File: config.mk
export PLATFORM = sky130hd
export DESIGN_NAME = two_level_page_walker
export DESIGN_NICKNAME = d
export VERILOG_FILES = /design/src/hdl/tpw_pkg.sv /design/src/hdl/tpw_in_reg.sv /design/src/hdl/tpw_walk.sv /design/src/hdl/tpw_out_reg.sv /design/src/hdl/two_level_page_walker.sv
export SDC_FILE = /design/constraint.sdc
export NUM_CORES = 1
export LEC_CHECK = 0
export ABC_AREA = 1
export BUFFER_PORTS_ARGS = -buffer_cell sky130_fd_sc_hd__buf_2
export CAP_MARGIN = 20
export CORE_MARGIN = 2
export CORE_UTILIZATION = 40
export CTS_CLUSTER_DIAMETER = 60
export DETAILED_ROUTE_END_ITERATION = 6
export SLEW_MARGIN = 10
export SYNTH_ARGS = -nofsm -noshare
export SYNTH_HDL_FRONTEND = slang
export SYNTH_SLANG_ARGS = --single-unit
File: constraint.sdc
create_clock -name clk -period 3.8 [get_ports clk]
set_input_delay 0.57 -clock clk [delete_from_list [all_inputs] [get_ports clk]]
set_output_delay 0.57 -clock clk [all_outputs]
set_load 0.02 [all_outputs]
File: src/hdl/tpw_pkg.sv
`timescale 1ns / 1ps
package tpw_pkg;

  // Stream payload widths, padded to whole bytes.
  localparam int S_TDATA_W = 72;
  localparam int M_TDATA_W = 40;

  localparam int VA_W    = 32;
  localparam int LEN_W   = 3;
  localparam int FRAME_W = 20;
  localparam int OFF_W   = 12;
  localparam int IDX_W   = 10;
  localparam int KIND_W  = 2;
  localparam int CODE_W  = 2;
  localparam int PHASE_W = 2;

  // Input transaction commands.
  localparam logic CMD_ACCESS   = 1'b0;
  localparam logic CMD_RESPONSE = 1'b1;

  // Result kinds.
  localparam logic [KIND_W-1:0] KIND_REQ   = 2'd0;
  localparam logic [KIND_W-1:0] KIND_XLAT  = 2'd1;
  localparam logic [KIND_W-1:0] KIND_FAULT = 2'd2;

  // Fault codes.
  localparam logic [CODE_W-1:0] FLT_NONE  = 2'd0;
  localparam logic [CODE_W-1:0] FLT_CROSS = 2'd1;
  localparam logic [CODE_W-1:0] FLT_DIR   = 2'd2;
  localparam logic [CODE_W-1:0] FLT_TAB   = 2'd3;

  // Walk phases.
  localparam logic [PHASE_W-1:0] PH_IDLE = 2'd0;
  localparam logic [PHASE_W-1:0] PH_DIR  = 2'd1;
  localparam logic [PHASE_W-1:0] PH_TAB  = 2'd2;

  // Configuration register indexes.
  localparam logic CFG_PAGING_ENABLE = 1'b0;
  localparam logic CFG_DIR_FRAME     = 1'b1;

  localparam logic [OFF_W:0] PAGE_BYTES = 13'd4096;

  typedef struct packed {
    logic             command;
    logic [VA_W-1:0]  virt_addr;
    logic [LEN_W-1:0] access_len;
    logic             is_write;
    logic [VA_W-1:0]  mem_word;
  } req_t;

  typedef struct packed {
    logic [KIND_W-1:0] kind;
    logic [VA_W-1:0]   phys_addr;
    logic [LEN_W-1:0]  out_len;
    logic              out_write;
    logic [CODE_W-1:0] fault_code;
  } rsp_t;

endpackage

File: src/hdl/tpw_in_reg.sv
`timescale 1ns / 1ps
module tpw_in_reg (
  input  logic          clk,
  input  logic          rst,
  input  logic          in_valid,
  output logic          in_ready,
  input  tpw_pkg::req_t in_req,
  input  logic          advance,
  output logic          held_valid,
  output tpw_pkg::req_t held_req
);
  import tpw_pkg::*;

  logic load;

  // The stage frees itself in the same cycle that its item moves on.
  assign in_ready = !held_valid || advance;
  assign load     = in_valid && in_ready;

  always_ff @(posedge clk) begin
    if (rst) begin
      held_valid <= 1'b0;
    end else if (load) begin
      held_valid <= 1'b1;
    end else if (advance) begin
      held_valid <= 1'b0;
    end
  end

  always_ff @(posedge clk) begin
    if (load) begin
      held_req <= in_req;
    end
  end

endmodule

File: src/hdl/tpw_walk.sv
`timescale 1ns / 1ps
module tpw_walk (
  input  logic                         clk,
  input  logic                         rst,
  input  logic                         step,
  input  tpw_pkg::req_t                req,
  input  logic                         paging_enable,
  input  logic [tpw_pkg::FRAME_W-1:0]  dir_frame,
  output logic                         rsp_valid,
  output tpw_pkg::rsp_t                rsp
);
  import tpw_pkg::*;

  logic [PHASE_W-1:0] phase;
  logic [PHASE_W-1:0] phase_next;
  logic [VA_W-1:0]    held_vaddr;
  logic [LEN_W-1:0]   held_len;
  logic               held_write;
  logic               capture;
  logic [OFF_W:0]     end_offset;
  logic               crosses;
  logic               present;

  assign end_offset = {1'b0, req.virt_addr[OFF_W-1:0]} + {{(OFF_W+1-LEN_W){1'b0}}, req.access_len};
  assign crosses    = end_offset > PAGE_BYTES;
  assign present    = req.mem_word[0];

  always_comb begin
    phase_next = phase;
    capture    = 1'b0;
    rsp_valid  = 1'b0;
    rsp        = '{kind: KIND_REQ, phys_addr: '0, out_len: '0, out_write: 1'b0,
                   fault_code: FLT_NONE};
    if (req.command == CMD_ACCESS) begin
      if (phase == PH_IDLE) begin
        rsp_valid = 1'b1;
        if (!paging_enable) begin
          rsp.kind      = KIND_XLAT;
          rsp.phys_addr = req.virt_addr;
          rsp.out_len   = req.access_len;
          rsp.out_write = req.is_write;
        end else if (crosses) begin
          rsp.kind       = KIND_FAULT;
          rsp.phys_addr  = req.virt_addr;
          rsp.fault_code = FLT_CROSS;
        end else begin
          capture       = 1'b1;
          phase_next    = PH_DIR;
          rsp.phys_addr = {dir_frame, req.virt_addr[VA_W-1 -: IDX_W], 2'b00};
        end
      end
    end else begin
      unique case (phase)
        PH_DIR: begin
          rsp_valid = 1'b1;
          if (!present) begin
            phase_next     = PH_IDLE;
            rsp.kind       = KIND_FAULT;
            rsp.phys_addr  = held_vaddr;
            rsp.fault_code = FLT_DIR;
          end else begin
            phase_next    = PH_TAB;
            rsp.phys_addr = {req.mem_word[VA_W-1:OFF_W], held_vaddr[OFF_W+IDX_W-1:OFF_W],
                             2'b00};
          end
        end
        PH_TAB: begin
          rsp_valid  = 1'b1;
          phase_next = PH_IDLE;
          if (!present) begin
            rsp.kind       = KIND_FAULT;
            rsp.phys_addr  = held_vaddr;
            rsp.fault_code = FLT_TAB;
          end else begin
            rsp.kind      = KIND_XLAT;
            rsp.phys_addr = {req.mem_word[VA_W-1:OFF_W], held_vaddr[OFF_W-1:0]};
            rsp.out_len   = held_len;
            rsp.out_write = held_write;
          end
        end
        default: begin
          // A response with no walk in progress is dropped.
          rsp_valid = 1'b0;
        end
      endcase
    end
  end

  always_ff @(posedge clk) begin
    if (rst) begin
      phase <= PH_IDLE;
    end else if (step) begin
      phase <= phase_next;
    end
  end

  always_ff @(posedge clk) begin
    if (step && capture) begin
      held_vaddr <= req.virt_addr;
      held_len   <= req.access_len;
      held_write <= req.is_write;
    end
  end

`ifndef SYNTHESIS
  a_walk_starts: assert property (@(posedge clk) disable iff (rst)
    step && phase == PH_IDLE && rsp_valid && rsp.kind == KIND_REQ |=> phase == PH_DIR)
    else $error("walk did not enter directory phase");

  a_tab_ends: assert property (@(posedge clk) disable iff (rst)
    step && phase == PH_TAB && req.command == CMD_RESPONSE |=> phase == PH_IDLE)
    else $error("walk did not end after table entry");

  a_tab_fault_src: assert property (@(posedge clk) disable iff (rst)
    rsp_valid && rsp.fault_code == FLT_TAB |-> phase == PH_TAB)
    else $error("table fault outside table phase");

  a_busy_drops_access: assert property (@(posedge clk) disable iff (rst)
    req.command == CMD_ACCESS && phase != PH_IDLE |-> !rsp_valid)
    else $error("access during a walk produced a result");
`endif

endmodule

File: src/hdl/tpw_out_reg.sv
`timescale 1ns / 1ps
module tpw_out_reg (
  input  logic          clk,
  input  logic          rst,
  input  logic          load,
  input  tpw_pkg::rsp_t load_rsp,
  output logic          can_accept,
  output logic          out_valid,
  input  logic          out_ready,
  output tpw_pkg::rsp_t out_rsp
);
  import tpw_pkg::*;

  assign can_accept = !out_valid || out_ready;

  always_ff @(posedge clk) begin
    if (rst) begin
      out_valid <= 1'b0;
    end else if (load) begin
      out_valid <= 1'b1;
    end else if (out_ready) begin
      out_valid <= 1'b0;
    end
  end

  always_ff @(posedge clk) begin
    if (load) begin
      out_rsp <= load_rsp;
    end
  end

endmodule

File: src/hdl/two_level_page_walker.sv
`timescale 1ns / 1ps
// Path: a transaction accepted into the input register passes the combinational
//   walk step into the result register, which drives the master side; a master-side stall holds it.
// Throughput: one transaction per cycle while the master side takes results.
// Reset (rst, synchronous, active high): paging off, directory frame zero,
//   walk idle, both pipeline registers empty.
module two_level_page_walker (
  input  logic                             clk,
  input  logic                             rst,
  // Configuration write port.
  input  logic                             cfg_wen,
  input  logic                             cfg_index,
  input  logic [tpw_pkg::FRAME_W-1:0]      cfg_data,
  // Slave side: tdata = virt_addr[31:0], access_len[34:32], is_write[35],
  //   mem_word[67:36], zero pad[71:68]; tuser = command.
  input  logic                             s_axis_tvalid,
  output logic                             s_axis_tready,
  input  logic [tpw_pkg::S_TDATA_W-1:0]    s_axis_tdata,
  input  logic                             s_axis_tuser,
  // Master side: tdata = phys_addr[31:0], out_len[34:32], out_write[35],
  //   fault_code[37:36], zero pad[39:38]; tuser = kind.
  output logic                             m_axis_tvalid,
  input  logic                             m_axis_tready,
  output logic [tpw_pkg::M_TDATA_W-1:0]    m_axis_tdata,
  output logic [tpw_pkg::KIND_W-1:0]       m_axis_tuser
);
  import tpw_pkg::*;

  // Configuration registers. They must be written only while no transaction
  // is in the pipeline; the block itself does not enforce this. A walk that is
  // already running keeps the directory address it started with, so it completes as begun.
  logic               paging_enable;
  logic [FRAME_W-1:0] dir_frame;

  always_ff @(posedge clk) begin
    if (rst) begin
      paging_enable <= 1'b0;
      dir_frame     <= '0;
    end else if (cfg_wen) begin
      unique case (cfg_index)
        CFG_PAGING_ENABLE: paging_enable <= cfg_data[0];
        CFG_DIR_FRAME:     dir_frame     <= cfg_data;
        default:           paging_enable <= paging_enable;
      endcase
    end
  end

  // Unpack the incoming transaction.
  req_t in_req;
  assign in_req = '{command:    s_axis_tuser,
                    virt_addr:  s_axis_tdata[31:0],
                    access_len: s_axis_tdata[34:32],
                    is_write:   s_axis_tdata[35],
                    mem_word:   s_axis_tdata[67:36]};

  logic advance;
  logic held_valid;
  req_t held_req;
  logic can_accept;
  logic rsp_valid;
  rsp_t rsp;
  rsp_t out_rsp;

  // The held transaction is processed whenever the result register can take
  // a result. A transaction that yields no result still moves on, so the
  // input side keeps flowing even when nothing is produced.
  assign advance = held_valid && can_accept;

  tpw_in_reg u_in_reg (
    .clk        (clk),
    .rst        (rst),
    .in_valid   (s_axis_tvalid),
    .in_ready   (s_axis_tready),
    .in_req     (in_req),
    .advance    (advance),
    .held_valid (held_valid),
    .held_req   (held_req)
  );

  // Walk state and the one-step translation logic. The walk phase advances
  // only when a transaction is processed, so results come out in order.
  tpw_walk u_walk (
    .clk           (clk),
    .rst           (rst),
    .step          (advance),
    .req           (held_req),
    .paging_enable (paging_enable),
    .dir_frame     (dir_frame),
    .rsp_valid     (rsp_valid),
    .rsp           (rsp)
  );

  // The result register decouples the master side; it accepts a new result
  // in the same cycle its current one is taken.
  tpw_out_reg u_out_reg (
    .clk        (clk),
    .rst        (rst),
    .load       (advance && rsp_valid),
    .load_rsp   (rsp),
    .can_accept (can_accept),
    .out_valid  (m_axis_tvalid),
    .out_ready  (m_axis_tready),
    .out_rsp    (out_rsp)
  );

  assign m_axis_tdata = {2'b00, out_rsp.fault_code, out_rsp.out_write, out_rsp.out_len,
                         out_rsp.phys_addr};
  assign m_axis_tuser = out_rsp.kind;

endmodule
==> results of run 1 <==
==> flip-flops by register name (all words and copies together) (netlist names) <==
name,count
u_walk.phase,2
dir_frame,20
u_walk.held_write,1
u_walk.held_len,3
u_walk.held_vaddr,32
u_out_reg.out_rsp,40
u_out_reg.out_valid,1
u_in_reg.held_req,58
u_in_reg.held_valid,1
paging_enable,1
==> stage by stage <==
step	hold WS, ps	utilization
floorplan	426.4	-
global placement	433.3	0.4624
detailed placement	434.0	0.4624
CTS	303.5	0.4991
global route	301.9	0.5008
finish	321.1	0.5008
==> Yosys cell counts <==
master / instances / area share
dfxtp_1: 25 / 0.077
nor3_1: 2 / 0.0015
buf_2: 2 / 0.0015
a21boi_1: 1 / 0.0012
buf_1: 3 / 0.0017
inv_1: 70 / 0.041
a22oi_1: 10 / 0.012
conb_1: 1 / 0.00058
ha_1: 6 / 0.012
buf_4: 5 / 0.0058
clkbuf_1: 17 / 0.0099
nand3_1: 73 / 0.056
nor2_1: 16 / 0.0093
o21ai_0: 63 / 0.049
buf_6: 2 / 0.0035
edfxtp_1: 134 / 0.62
nand4_1: 2 / 0.0019
nand2_2: 2 / 0.0019
fa_1: 1 / 0.0031
clkinv_1: 1 / 0.00058
o31ai_1: 1 / 0.0012
a21oi_1: 26 / 0.020
nand3_2: 1 / 0.0015
mux2i_1: 20 / 0.031
xnor2_1: 1 / 0.0014
nand2_1: 58 / 0.034
==> critical path, stage by stage, from the launching register on <==
cell and delay [ps]:
edfxtp_1 420, ha_1 260, fa_1 440, nor3_1 190, nand3_1 90, nor2_1 120, nand3_2 110, nand2_2 100
nand2_2 410, o21ai_0 300, o21ai_0 110
==> path summary, 6_finish.rpt <==
check,end,slack (ps),cells after the start
hold reg to reg,u_walk.held_vaddr[21],450,0
setup reg to reg,u_out_reg.out_rsp[17],960,10
hold / removal,u_in_reg.held_req[53],320,1
setup / recovery,u_out_reg.out_rsp[17],960,10
==> layout make-up <==
class | instances | share of cell area
Clock buffer | 20 | 0.05509
Sequential cell | 159 | 0.5708
Multi-Input combinational cell | 285 | 0.1954
Tap cell | 216 | 0.03410
Timing Repair Buffer | 137 | 0.09282
Inverter | 71 | 0.03362
Clock inverter | 12 | 0.01815
==> per-layer routing <==
layer | GRT usage | wire, µm
met1 | 0.2438 | 6712
met4 | 0.06341 | 228
met2 | 0.3053 | 7838
met5 | 0 | 0
met3 | 0.04745 | 941
==> power groups by stage <==
| stage | Combinational [mW] | Clock, mW | Sequential, mW |
|---|---|---|---|
| floorplan | 0.157 | 0 | 2.05 |
| global placement | 0.278 | 0 | 2.05 |
| detailed placement | 0.286 | 0 | 2.05 |
| CTS | 0.287 | 1.71 | 2.01 |
| global route | 0.325 | 1.79 | 2.02 |
| finish | 0.291 | 1.68 | 2.01 |
==> cell families after synthesis <==
family,count (synthesis),share of synthesized area
fa+ha+maj,7,0.01470
mux,20,0.03095
xor+xnor,1,0.001354
compound gates,101,0.08280
flops,159,0.6996
buf+inv,100,0.06365
simple gates,154,0.1064
other cells,1,0.0005798
==> impl_metrics.sql, run 1 <==
INSERT INTO impl_metrics (metric_group, metric, value, unit) VALUES
('die', 'ioPinCount', '143', ''),
('layout', 'stdcell_area', '7926', 'µm²'),
('sta', 'timing.setup.tns', '0', 'ps'),
('placed_design', 'dpl-instance-area', '7318', 'µm²'),
('clocking', 'tritoncts.num_buffers', '17', ''),
('layout', 'final_layout_size_suffix_gt1_frac', '0.2500', ''),
('power', 'p_sw_frac', '0.2203', ''),
('clocking', 'postCtsResizedCells', '0', ''),
('sta', 'max_slew_margin', '0.3965', ''),
('global_route', 'grt_first_pass_wirelength', '24450', 'µm'),
('sta', 'finalWorstSetupSlack', '963.6', 'ps'),
('sta', 'final-max-slew-violation-count', '0', ''),
('route', 'drt_iter0_markers', '529', ''),
('yosys', 'synth.lib_cells_used.distinct', '26', ''),
('route', 'vias', '4548', ''),
('power', 'fin_total_pwr', '3.985', 'mW'),
('worst_setup_path', 'worst_ep_required_time', '3950', 'ps'),
('global_route', 'grt_start_max_net_pins', '59', ''),
('clocking', 'insertion_delay', '420', 'ps'),
('clocking', 'cts_root_buffer', 'clkbuf_16', ''),
('sta', 'fin_crit_period', '2836', 'ps'),
('layout', 'fillCellCount', '1441', ''),
('yosys', 'synth_cells', '543', ''),
('power', 'power_density_relative_to_cell_area', '502.7', 'nW/µm²'),
('power', 'power.net_switching', '877.8', 'µW'),
('worst_setup_path', 'setup.worst_path.class', 'flip-flop to flip-flop', ''),
('route', 'drt_wl_total', '15720', 'µm'),
('worst_hold_path', 'holdCritStartpoint', 's_axis_tdata[17]', ''),
('placed_design', 'portBuffers', '125', ''),
('placed_design', 'dpl.hpwl', '10570', 'µm'),
('layout', 'num_antenna_cells', '0', ''),
('yosys', 'synth-seq-area-share', '0.6996', ''),
('global_route', 'global_route.usage.total', '0.1868', ''),
('layout', 'mostFrequentLayoutCell', 'edfxtp_1', ''),
('yosys', 'post_synth.cell_area_avg', '11.91', 'µm²'),
('power', 'power.internal', '3.107', 'mW'),
('clocking', 'cts_sinks', '159', ''),
('layout', 'area_of_the_multi_input_gates', '1549', 'µm²'),
('clocking', 'ctsHtreeMaxLevel', '4', ''),
('yosys', 'synth_seq_cells', '159', ''),
('layout', 'area_growth_from_synthesis_to_layout', '22.56', '%'),
('power', 'share_comb_of_total_power', '0.073', ''),
('placed_design', 'placed_cells', '867', ''),
('route', 'vias_per_cell', '5.053', ''),
('sta', 'worst_clock_skew', '7.122', 'ps'),
('worst_setup_path', 'worstSetupStartpoint', 'u_in_reg.held_req[33]', ''),
('sta', 'hold_viol_final', '0', ''),
('worst_setup_path', 'timing.critical_path.from_type', 'flip-flop', ''),
('global_route', 'grt_antenna_before_repair', '0', ''),
('route', 'detail_route.wl_per_cell', '17.47', 'µm'),
('power', 'clock_power_share', '0.422', ''),
('yosys', 'syn_area', '6467', 'µm²'),
('die', 'die_h', '131.2', 'µm'),
('die', 'floorplan.die_area', '17200', 'µm²'),
('clocking', 'cts_tree', 'yes', ''),
('sta', 'grt_setup_unrepaired', 'no', ''),
('route', 'detail_route.drc_violations', '0', ''),
('layout', 'nets', '777', ''),
('die', 'std_cell_rows', '46', ''),
('global_route', 'vias_in_the_first_global_route', '4487', ''),
('layout', 'final_cells', '900', ''),
('die', 'floorplan.initialDensity', '0.4086', ''),
('die', 'fp.coreArea', '15830', 'µm²'),
('route', 'post_detailed_route_count_of_antenna_violating_nets', '0', ''),
('clocking', 'cts-hold-fix-buffers', '0', ''),
('status', 'run_status', 'finished clean', ''),
('power', 'irDropWorstVdd', '0.3030', 'mV'),
('clocking', 'cts_post_setup_buffers_inserted', '0', ''),
('worst_setup_path', 'critical_path.endpoint_type', 'flip-flop', ''),
('sta', 'setup_violators_final', '0', ''),
('sta', 'finalCritPeriodShare', '0.7464', '');
(Power assumes the default switching activity.)
==> run 2: changes to the inputs <==
--- a/config.mk
+++ b/config.mk
@@ -5,7 +5,7 @@
 export SDC_FILE = /design/constraint.sdc
 export NUM_CORES = 1
 export LEC_CHECK = 0
-export ABC_AREA = 1
+export ABC_AREA = 0
 export BUFFER_PORTS_ARGS = -buffer_cell sky130_fd_sc_hd__buf_2
 export CAP_MARGIN = 20
 export CORE_MARGIN = 2
==> constraint.sdc (replaced) <==
create_clock -name clk -period 2.73 [get_ports clk]
set_input_delay 0.4095 -clock clk [delete_from_list [all_inputs] [get_ports clk]]
set_output_delay 0.4095 -clock clk [all_outputs]
set_load 0.02 [all_outputs]
==> run 2 against run 1 <==
Against the previous run: critical path depth down 3; largest power group unchanged; die area decreased by 3.5%; design area decreased by 1.0%; largest cell class unchanged.
==> impl_metrics.sql, run 2 <==
INSERT INTO impl_metrics (metric_group, metric, value, unit) VALUES
('clocking', 'tritoncts.num_buffers', '17', ''),
('power', 'power.leakage', '2.904', 'nW'),
('sta', 'worstMarginPinSlew', '930.9', 'ps'),
('die', 'fp.coreArea', '15200', 'µm²'),
('yosys', 'syn_area', '6237', 'µm²'),
('layout', 'register_area', '4524', 'µm²'),
('yosys', 'synth-seq-area-share', '0.7254', ''),
('route', 'vias', '3972', ''),
('global_route', 'grt_overflow', '0', ''),
('route', 'firstDrtPassIters', '4', ''),
('yosys', 'synth_top_family_by_area', 'multiplexers', ''),
('yosys', 'muxShareOfSynthArea', '0.09669', ''),
('yosys', 'yosys_warnings', '0', ''),
('worst_setup_path', 'cp_data_arrival_time', '2750', 'ps'),
('clocking', 'insertion_delay', '430', 'ps'),
('yosys', 'yosys.area.top_type_share', '0.6451', ''),
('route', 'drt_iter0_markers', '272', ''),
('die', 'die_width', '128.9', 'µm'),
('global_route', 'vias_in_the_first_global_route', '4078', ''),
('die', 'floorplan.die_area', '16610', 'µm²'),
('yosys', 'synthXorXnorAreaFrac', '0.001404', ''),
('yosys', 'synth_enable_flop_cells', '134', ''),
('sta', 'max_slew_margin', '0.3779', ''),
('worst_hold_path', 'whs_path_depth', '1', ''),
('layout', 'stdcell_area', '7846', 'µm²'),
('clocking', 'cts_post_setup_buffers_inserted', '0', ''),
('yosys', 'synth_seq_cells', '159', ''),
('yosys', 'synthAdderAreaFrac', '0.01525', ''),
('power', 'power_density_relative_to_cell_area', '738.0', 'nW/µm²'),
('placed_design', 'dpl.hpwl', '9612', 'µm'),
('clocking', 'cts_tree', 'yes', ''),
('yosys', 'synth_simple_gate_area_share', '0.04875', ''),
('worst_hold_path', 'hp-class', 'input port to flip-flop', ''),
('layout', 'regMostFlops', 'u_in_reg.held_req', ''),
('sta', 'worst_clock_skew', '11.82', 'ps'),
('worst_setup_path', 'rr_worst_depth', '7', ''),
('yosys', 'synth_top_cells_by_area', 'edfxtp_1 65%, dfxtp_1 8.0%, mux2i_1 7.9%', ''),
('job', 'max-cap-violations', '0', ''),
('yosys', 'post-synth-top-count-cell', 'edfxtp_1', ''),
('die', 'die_h', '128.9', 'µm'),
('global_route', 'grt_first_pass_wirelength', '22190', 'µm'),
('sta', 'grt_setup_unrepaired', 'no', ''),
('route', 'detail_route.drc_violations', '0', ''),
('sta', 'fmax', '0.3842', 'GHz'),
('placed_design', 'dpl-instance-area', '7178', 'µm²'),
('route', 'post_detailed_route_count_of_antenna_violating_nets', '0', ''),
('layout', 'mostFrequentLayoutCell', 'edfxtp_1', ''),
('route', 'drt_wl_total', '14900', 'µm'),
('sta', 'setup_violators_final', '0', ''),
('layout', 'largestRegisters', 'u_in_reg.held_req: 58 flops, u_out_reg.out_rsp: 40 flops, u_walk.held_vaddr: 32 flops', ''),
('layout', 'final_layout_size_suffix_gt1_frac', '0.3399', ''),
('yosys', 'synthFlopType', 'edfxtp_1', ''),
('route', 'vias_per_cell', '5.317', ''),
('worst_setup_path', 'worst_ep_required_time', '2880', 'ps'),
('yosys', 'post_synth.cell_area_avg', '15.14', 'µm²'),
('global_route', 'grt_start_max_net_pins', '59', ''),
('sta', 'final-max-slew-violation-count', '0', ''),
('clocking', 'clock_path_buffers', '2', ''),
('worst_setup_path', 'timing.critical_path.from_type', 'flip-flop', ''),
('yosys', 'synth.lib_cells_used.distinct', '39', ''),
('global_route', 'grt_antenna_before_repair', '0', ''),
('die', 'ioPinCount', '143', ''),
('yosys', 'netlist.top_cell.by_area', 'edfxtp_1', ''),
('sta', 'timing.setup.tns', '0', 'ps'),
('worst_setup_path', 'critical_path.endpoint_type', 'flip-flop', ''),
('layout', 'area_of_the_multi_input_gates', '1590', 'µm²'),
('layout', 'num_antenna_cells', '0', ''),
('yosys', 'synth_commonest_cells', '134 x edfxtp_1, 49 x mux2i_1, 47 x nand2_1', ''),
('yosys', 'synth-compound-area-share', '0.08806', ''),
('layout', 'nets', '652', ''),
('sta', 'hold_viol_final', '0', ''),
('worst_setup_path', 'setup.worst_path.class', 'flip-flop to flip-flop', ''),
('die', 'floorplan.initialDensity', '0.4103', ''),
('placed_design', 'place_congestion', '0.7957', ''),
('status', 'run_status', 'finished clean', ''),
('placed_design', 'portBuffers', '125', ''),
('route', 'detail_route.wl_per_cell', '19.94', 'µm'),
('power', 'irDropWorstVdd', '0.4908', 'mV'),
('sta', 'fin_crit_period', '2603', 'ps'),
('sta', 'finalCritPeriodShare', '0.9535', ''),
('clocking', 'cts_root_buffer', 'clkbuf_16', ''),
('layout', 'largest_register_ffs', '58', ''),
('clocking', 'ctsHtreeMaxLevel', '4', ''),
('layout', 'area_growth_from_synthesis_to_layout', '25.80', '%'),
('clocking', 'clk_pin_slew_worst_paths', '70', 'ps'),
('worst_setup_path', 'worstPathMaxFanout', '12', ''),
('clocking', 'cts-hold-fix-buffers', '0', ''),
('layout', 'fillCellCount', '1319', ''),
('yosys', 'ys_async_sr_fraction', '0', ''),
('clocking', 'cts_sinks', '159', ''),
('die', 'std_cell_rows', '45', ''),
('layout', 'most_used_cells_in_the_layout_excluding_fill_and_tap_cells', '134 x edfxtp_1, 125 x buf_2, 49 x mux2i_1', ''),
('global_route', 'global_route.usage.total', '0.1852', ''),
('yosys', 'synth_cells', '412', '');
## run 2: layer usage
layer / vias up / global-route usage / routed length [µm]
li1: 1844 / - / -
met1: 1956 / 0.2351 / 6489
met2: 140 / 0.2910 / 7176
met3: 32 / 0.05904 / 793
met4: 0 / 0.08504 / 435
met5: - / 0 / 0
## run 2: worst paths after layout
kind,startpoint,slack (ps),end
setup / recovery,u_in_reg.held_req[36],130,u_out_reg.out_rsp[37]
hold / removal,s_axis_tdata[36],150,u_in_reg.held_req[0]
setup reg to reg,u_in_reg.held_req[36],130,u_out_reg.out_rsp[37]
hold reg to reg,u_in_reg.held_req[53],440,u_walk.held_vaddr[17]
## run 2: cell type report
cell class	count	area share
Timing Repair Buffer	139	0.1032
Sequential cell	159	0.5766
Clock buffer	20	0.05820
Multi-Input combinational cell	223	0.2027
Tap cell	188	0.02998
Clock inverter	12	0.02647
Inverter	6	0.002870
## run 2: kinds of logic after synthesis
group	after synthesis
XOR/XNOR	1
buffers and inverters	31
adder cells (fa/ha/maj)	7
other	1
multiplexers	59
flip-flops	159
AO/OA/AOI/OAI	85
AND/OR/NAND/NOR	69
## run 2: metrics by stage
stage / hold slack, ps / utilization / setup WS [ps] / total power, mW / cells
6_report: 151.5 / 0.5161 / 126.9 / 5.790 / 747
5_1_grt: 128.8 / 0.5161 / 51.15 / 5.962 / 747
4_1_cts: 134.8 / 0.5159 / 72.77 / 5.833 / 747
3_5_place_dp: 434.6 / 0.4722 / 143.9 / 3.187 / 715
3_3_place_gp: 433.8 / 0.4722 / 181.6 / 3.175 / 715
2_1_floorplan: 425.7 / - / -243.5 / 3.023 / 413
## run 2: critical path, stage by stage (launching register included)
cell and delay, ps:
edfxtp_1 430, ha_2 220, fa_2 410, a2111o_1 480
a21oi_4 210, buf_6 220, mux2i_1 240, o22ai_1 110
## run 2: where the power goes
part / internal (mW) / total [mW] / switching [mW]
combinational: 0.147 / 0.348 / 0.201
sequential: 2.73 / 2.79 / 0.0517
clock: 1.68 / 2.66 / 0.974
## run 2: timing repair
| action | 4_1_cts | 5_1_grt |
|---|---|---|
| gates resized for setup | 0 | 1 |
| hold endpoints to repair | 0 | 0 |
| setup endpoints to repair | 0 | 1 |
==> run 3: changes to the inputs <==
--- a/config.mk
+++ b/config.mk
@@ -8,7 +8,6 @@
 export ABC_AREA = 0
 export BUFFER_PORTS_ARGS = -buffer_cell sky130_fd_sc_hd__buf_2
 export CAP_MARGIN = 20
-export CORE_MARGIN = 2
 export CORE_UTILIZATION = 40
 export CTS_CLUSTER_DIAMETER = 60
 export DETAILED_ROUTE_END_ITERATION = 6
==> run 3 against run 2 <==
Against the previous run: clock power fell by 17%; first-iteration DRC count rose by 17%; worst hold slack barely moved; via count shrank 1.7%; critical path type unchanged; largest cell class unchanged; power fell by 7.8%; sequential power about the same; register-to-register slack about the same.
==> impl_metrics.sql, run 3 (same netlist as run 2, synthesis figures left out) <==
INSERT INTO impl_metrics (metric_group, metric, value, unit) VALUES
('sta', 'grt_setup_unrepaired', 'no', ''),
('status', 'run_status', 'finished clean', ''),
('power', 'irDropWorstVdd', '0.4287', 'mV'),
('clocking', 'clk_pin_slew_worst_paths', '60', 'ps'),
('layout', 'largestRegisters', 'u_in_reg.held_req: 58 flops, u_out_reg.out_rsp: 40 flops, u_walk.held_vaddr: 32 flops', ''),
('die', 'floorplan.initialDensity', '0.4103', ''),
('worst_setup_path', 'setup.worst_path.class', 'flip-flop to flip-flop', ''),
('die', 'die_width', '126.9', 'µm'),
('clocking', 'cts_root_buffer', 'clkbuf_16', ''),
('layout', 'largest_register_ffs', '58', ''),
('sta', 'setup_violators_final', '0', ''),
('global_route', 'vias_in_the_first_global_route', '3946', ''),
('die', 'die_h', '126.9', 'µm'),
('power', 'share_comb_of_total_power', '0.063', ''),
('sta', 'hold_viol_final', '0', ''),
('clocking', 'insertion_delay', '430', 'ps'),
('worst_setup_path', 'cp_cell_sequence', 'ha_2, fa_2, a2111o_1, a21oi_4, buf_4, mux2i_1, o22ai_1', ''),
('worst_setup_path', 'worstPathMaxFanout', '13', ''),
('clocking', 'cts_post_setup_buffers_inserted', '0', ''),
('clocking', 'tritoncts.num_buffers', '17', ''),
('global_route', 'grt_first_pass_wirelength', '21910', 'µm'),
('worst_hold_path', 'hp-class', 'input port to flip-flop', ''),
('clocking', 'cts-hold-fix-buffers', '0', ''),
('worst_setup_path', 'timing.critical_path.from_type', 'flip-flop', ''),
('power', 'sequentialPowerShare', '0.523', ''),
('job', 'max-cap-violations', '0', ''),
('clocking', 'cts_sinks', '159', ''),
('die', 'fp.coreArea', '15200', 'µm²'),
('placed_design', 'portBuffers', '125', ''),
('worst_setup_path', 'cp_data_arrival_time', '2760', 'ps'),
('layout', 'area_growth_from_synthesis_to_layout', '23.45', '%'),
('sta', 'worst_clock_skew', '11.07', 'ps'),
('power', 'p_sw_frac', '0.2264', ''),
('sta', 'fmax', '0.3844', 'GHz'),
('route', 'post_detailed_route_count_of_antenna_violating_nets', '0', ''),
('placed_design', 'place_congestion', '0.7828', ''),
('route', 'vias_per_cell', '5.228', ''),
('layout', 'nets', '652', ''),
('sta', 'fin_crit_period', '2601', 'ps'),
('layout', 'mostFrequentLayoutCell', 'edfxtp_1', ''),
('worst_setup_path', 'stage_delay_of_the_slowest_cell_on_the_critical_path', '480', 'ps'),
('layout', 'final_layout_size_suffix_gt1_frac', '0.3363', ''),
('route', 'detail_route.wl_per_cell', '19.61', 'µm'),
('die', 'std_cell_rows', '45', ''),
('sta', 'finalWorstSetupSlack', '128.6', 'ps'),
('worst_setup_path', 'cp_slowest_cell', 'a2111o_1', ''),
('route', 'firstDrtPassIters', '4', ''),
('sta', 'worstMarginPinSlew', '889.1', 'ps'),
('clocking', 'postCtsResizedCells', '0', ''),
('sta', 'finalCritPeriodShare', '0.9529', ''),
('placed_design', 'preCtsSetupSlack', '139.2', 'ps'),
('die', 'floorplan.die_area', '16100', 'µm²'),
('power', 'power.internal', '4.130', 'mW'),
('die', 'ioPinCount', '143', ''),
('power', 'power.net_switching', '1.209', 'mW'),
('layout', 'final_cells', '747', ''),
('global_route', 'grt_start_max_net_pins', '59', ''),
('route', 'drt_iter0_markers', '318', ''),
('layout', 'regMostFlops', 'u_in_reg.held_req', ''),
('global_route', 'grt_antenna_before_repair', '0', ''),
('sta', 'final-max-slew-violation-count', '0', ''),
('route', 'vias', '3905', ''),
('power', 'power.leakage', '2.839', 'nW'),
('route', 'detail_route.drc_violations', '0', ''),
('clocking', 'clock_path_buffers', '2', ''),
('clocking', 'cts_tree', 'yes', ''),
('sta', 'fin_hold_ws', '151.1', 'ps'),
('layout', 'num_antenna_cells', '0', ''),
('worst_setup_path', 'worst_ep_required_time', '2880', 'ps'),
('clocking', 'ctsHtreeMaxLevel', '4', ''),
('global_route', 'grt_overflow', '0', ''),
('sta', 'max_slew_margin', '0.4058', ''),
('layout', 'most_used_cells_in_the_layout_excluding_fill_and_tap_cells', '134 x edfxtp_1, 125 x buf_2, 49 x mux2i_1', ''),
('route', 'drt_wl_total', '14650', 'µm'),
('worst_setup_path', 'critical_path.endpoint_type', 'flip-flop', ''),
('placed_design', 'dpl.hpwl', '9438', 'µm'),
('placed_design', 'placed_cells', '715', ''),
('global_route', 'global_route.usage.total', '0.1899', ''),
('power', 'power_density_relative_to_cell_area', '693.4', 'nW/µm²'),
('power', 'clock_power_share', '0.414', '');
==> run 3: cell types whose count changed in the layout (fill, tap and decap cells not counted) <==
cell,change
clkinvlp_4,+1
inv_6,+1
clkbuf_8,-2
clkinv_2,+3
buf_12,-2
clkinv_1,+2
bufinv_16,-4
clkinv_4,-1
buf_6,-1
buf_4,+3
==> run 3: worst paths after layout <==
path         slack, ps                  start               endpoint  cells after the start
max                130  u_in_reg.held_req[33]  u_out_reg.out_rsp[29]                      7
min                150       s_axis_tdata[29]  u_in_reg.held_req[65]                      1
max reg2reg        130  u_in_reg.held_req[33]  u_out_reg.out_rsp[29]                      7
min reg2reg        450  u_in_reg.held_req[55]  u_walk.held_vaddr[19]                      0
==> run 3: critical path: cells and delay by family, from the launching register on <==
family	cells	cell delay (ps)
AOI/OAI and AO/OA	3	770
adders and majority gates	2	630
buffers and inverters	1	280
DFF	1	430
muxes	1	220
==> run 3: power by group through the flow <==
stage                     logic, mW  clock network, mW  registers, mW
after floorplan               0.180                  0           2.84
after global placement        0.330                  0           2.84
after detailed placement      0.340                  0           2.84
after CTS                     0.342               2.26           2.79
after global routing          0.369               2.36           2.80
final                         0.337               2.21           2.79
==> run 3: through the flow <==
stage	power, mW	TNS (ps)	utilization	area (µm²)
after floorplan	3.023	-8767	-	6262
after global placement	3.172	0	0.4705	7153
after detailed placement	3.185	0	0.4705	7153
after CTS	5.398	0	0.5065	7700
after global routing	5.534	0	0.5065	7700
final	5.339	0	0.5065	7700
==> run 3: cell type report <==
class,count,area (µm²)
timing repair buffer,139,780.7
clock buffer,18,429.2
fill,1319,7502
multi-input combinational,223,1590
inverter,6,22.52
sequential,159,4524
tap,188,235.2
clock inverter,14,117.6
==> run 3: routing by layer <==
| layer | track usage | share of wire | vias to the layer above | wire length [µm] |
|---|---|---|---|---|
| met1 | 0.2462 | 0.42 | 1903 | 6135 |
| met5 | 0 | 0 | - | 0 |
| met3 | 0.05483 | 0.057 | 15 | 836 |
| li1 | - | - | 1849 | - |
| met2 | 0.2980 | 0.51 | 138 | 7408 |
| met4 | 0.08193 | 0.018 | 0 | 270 |
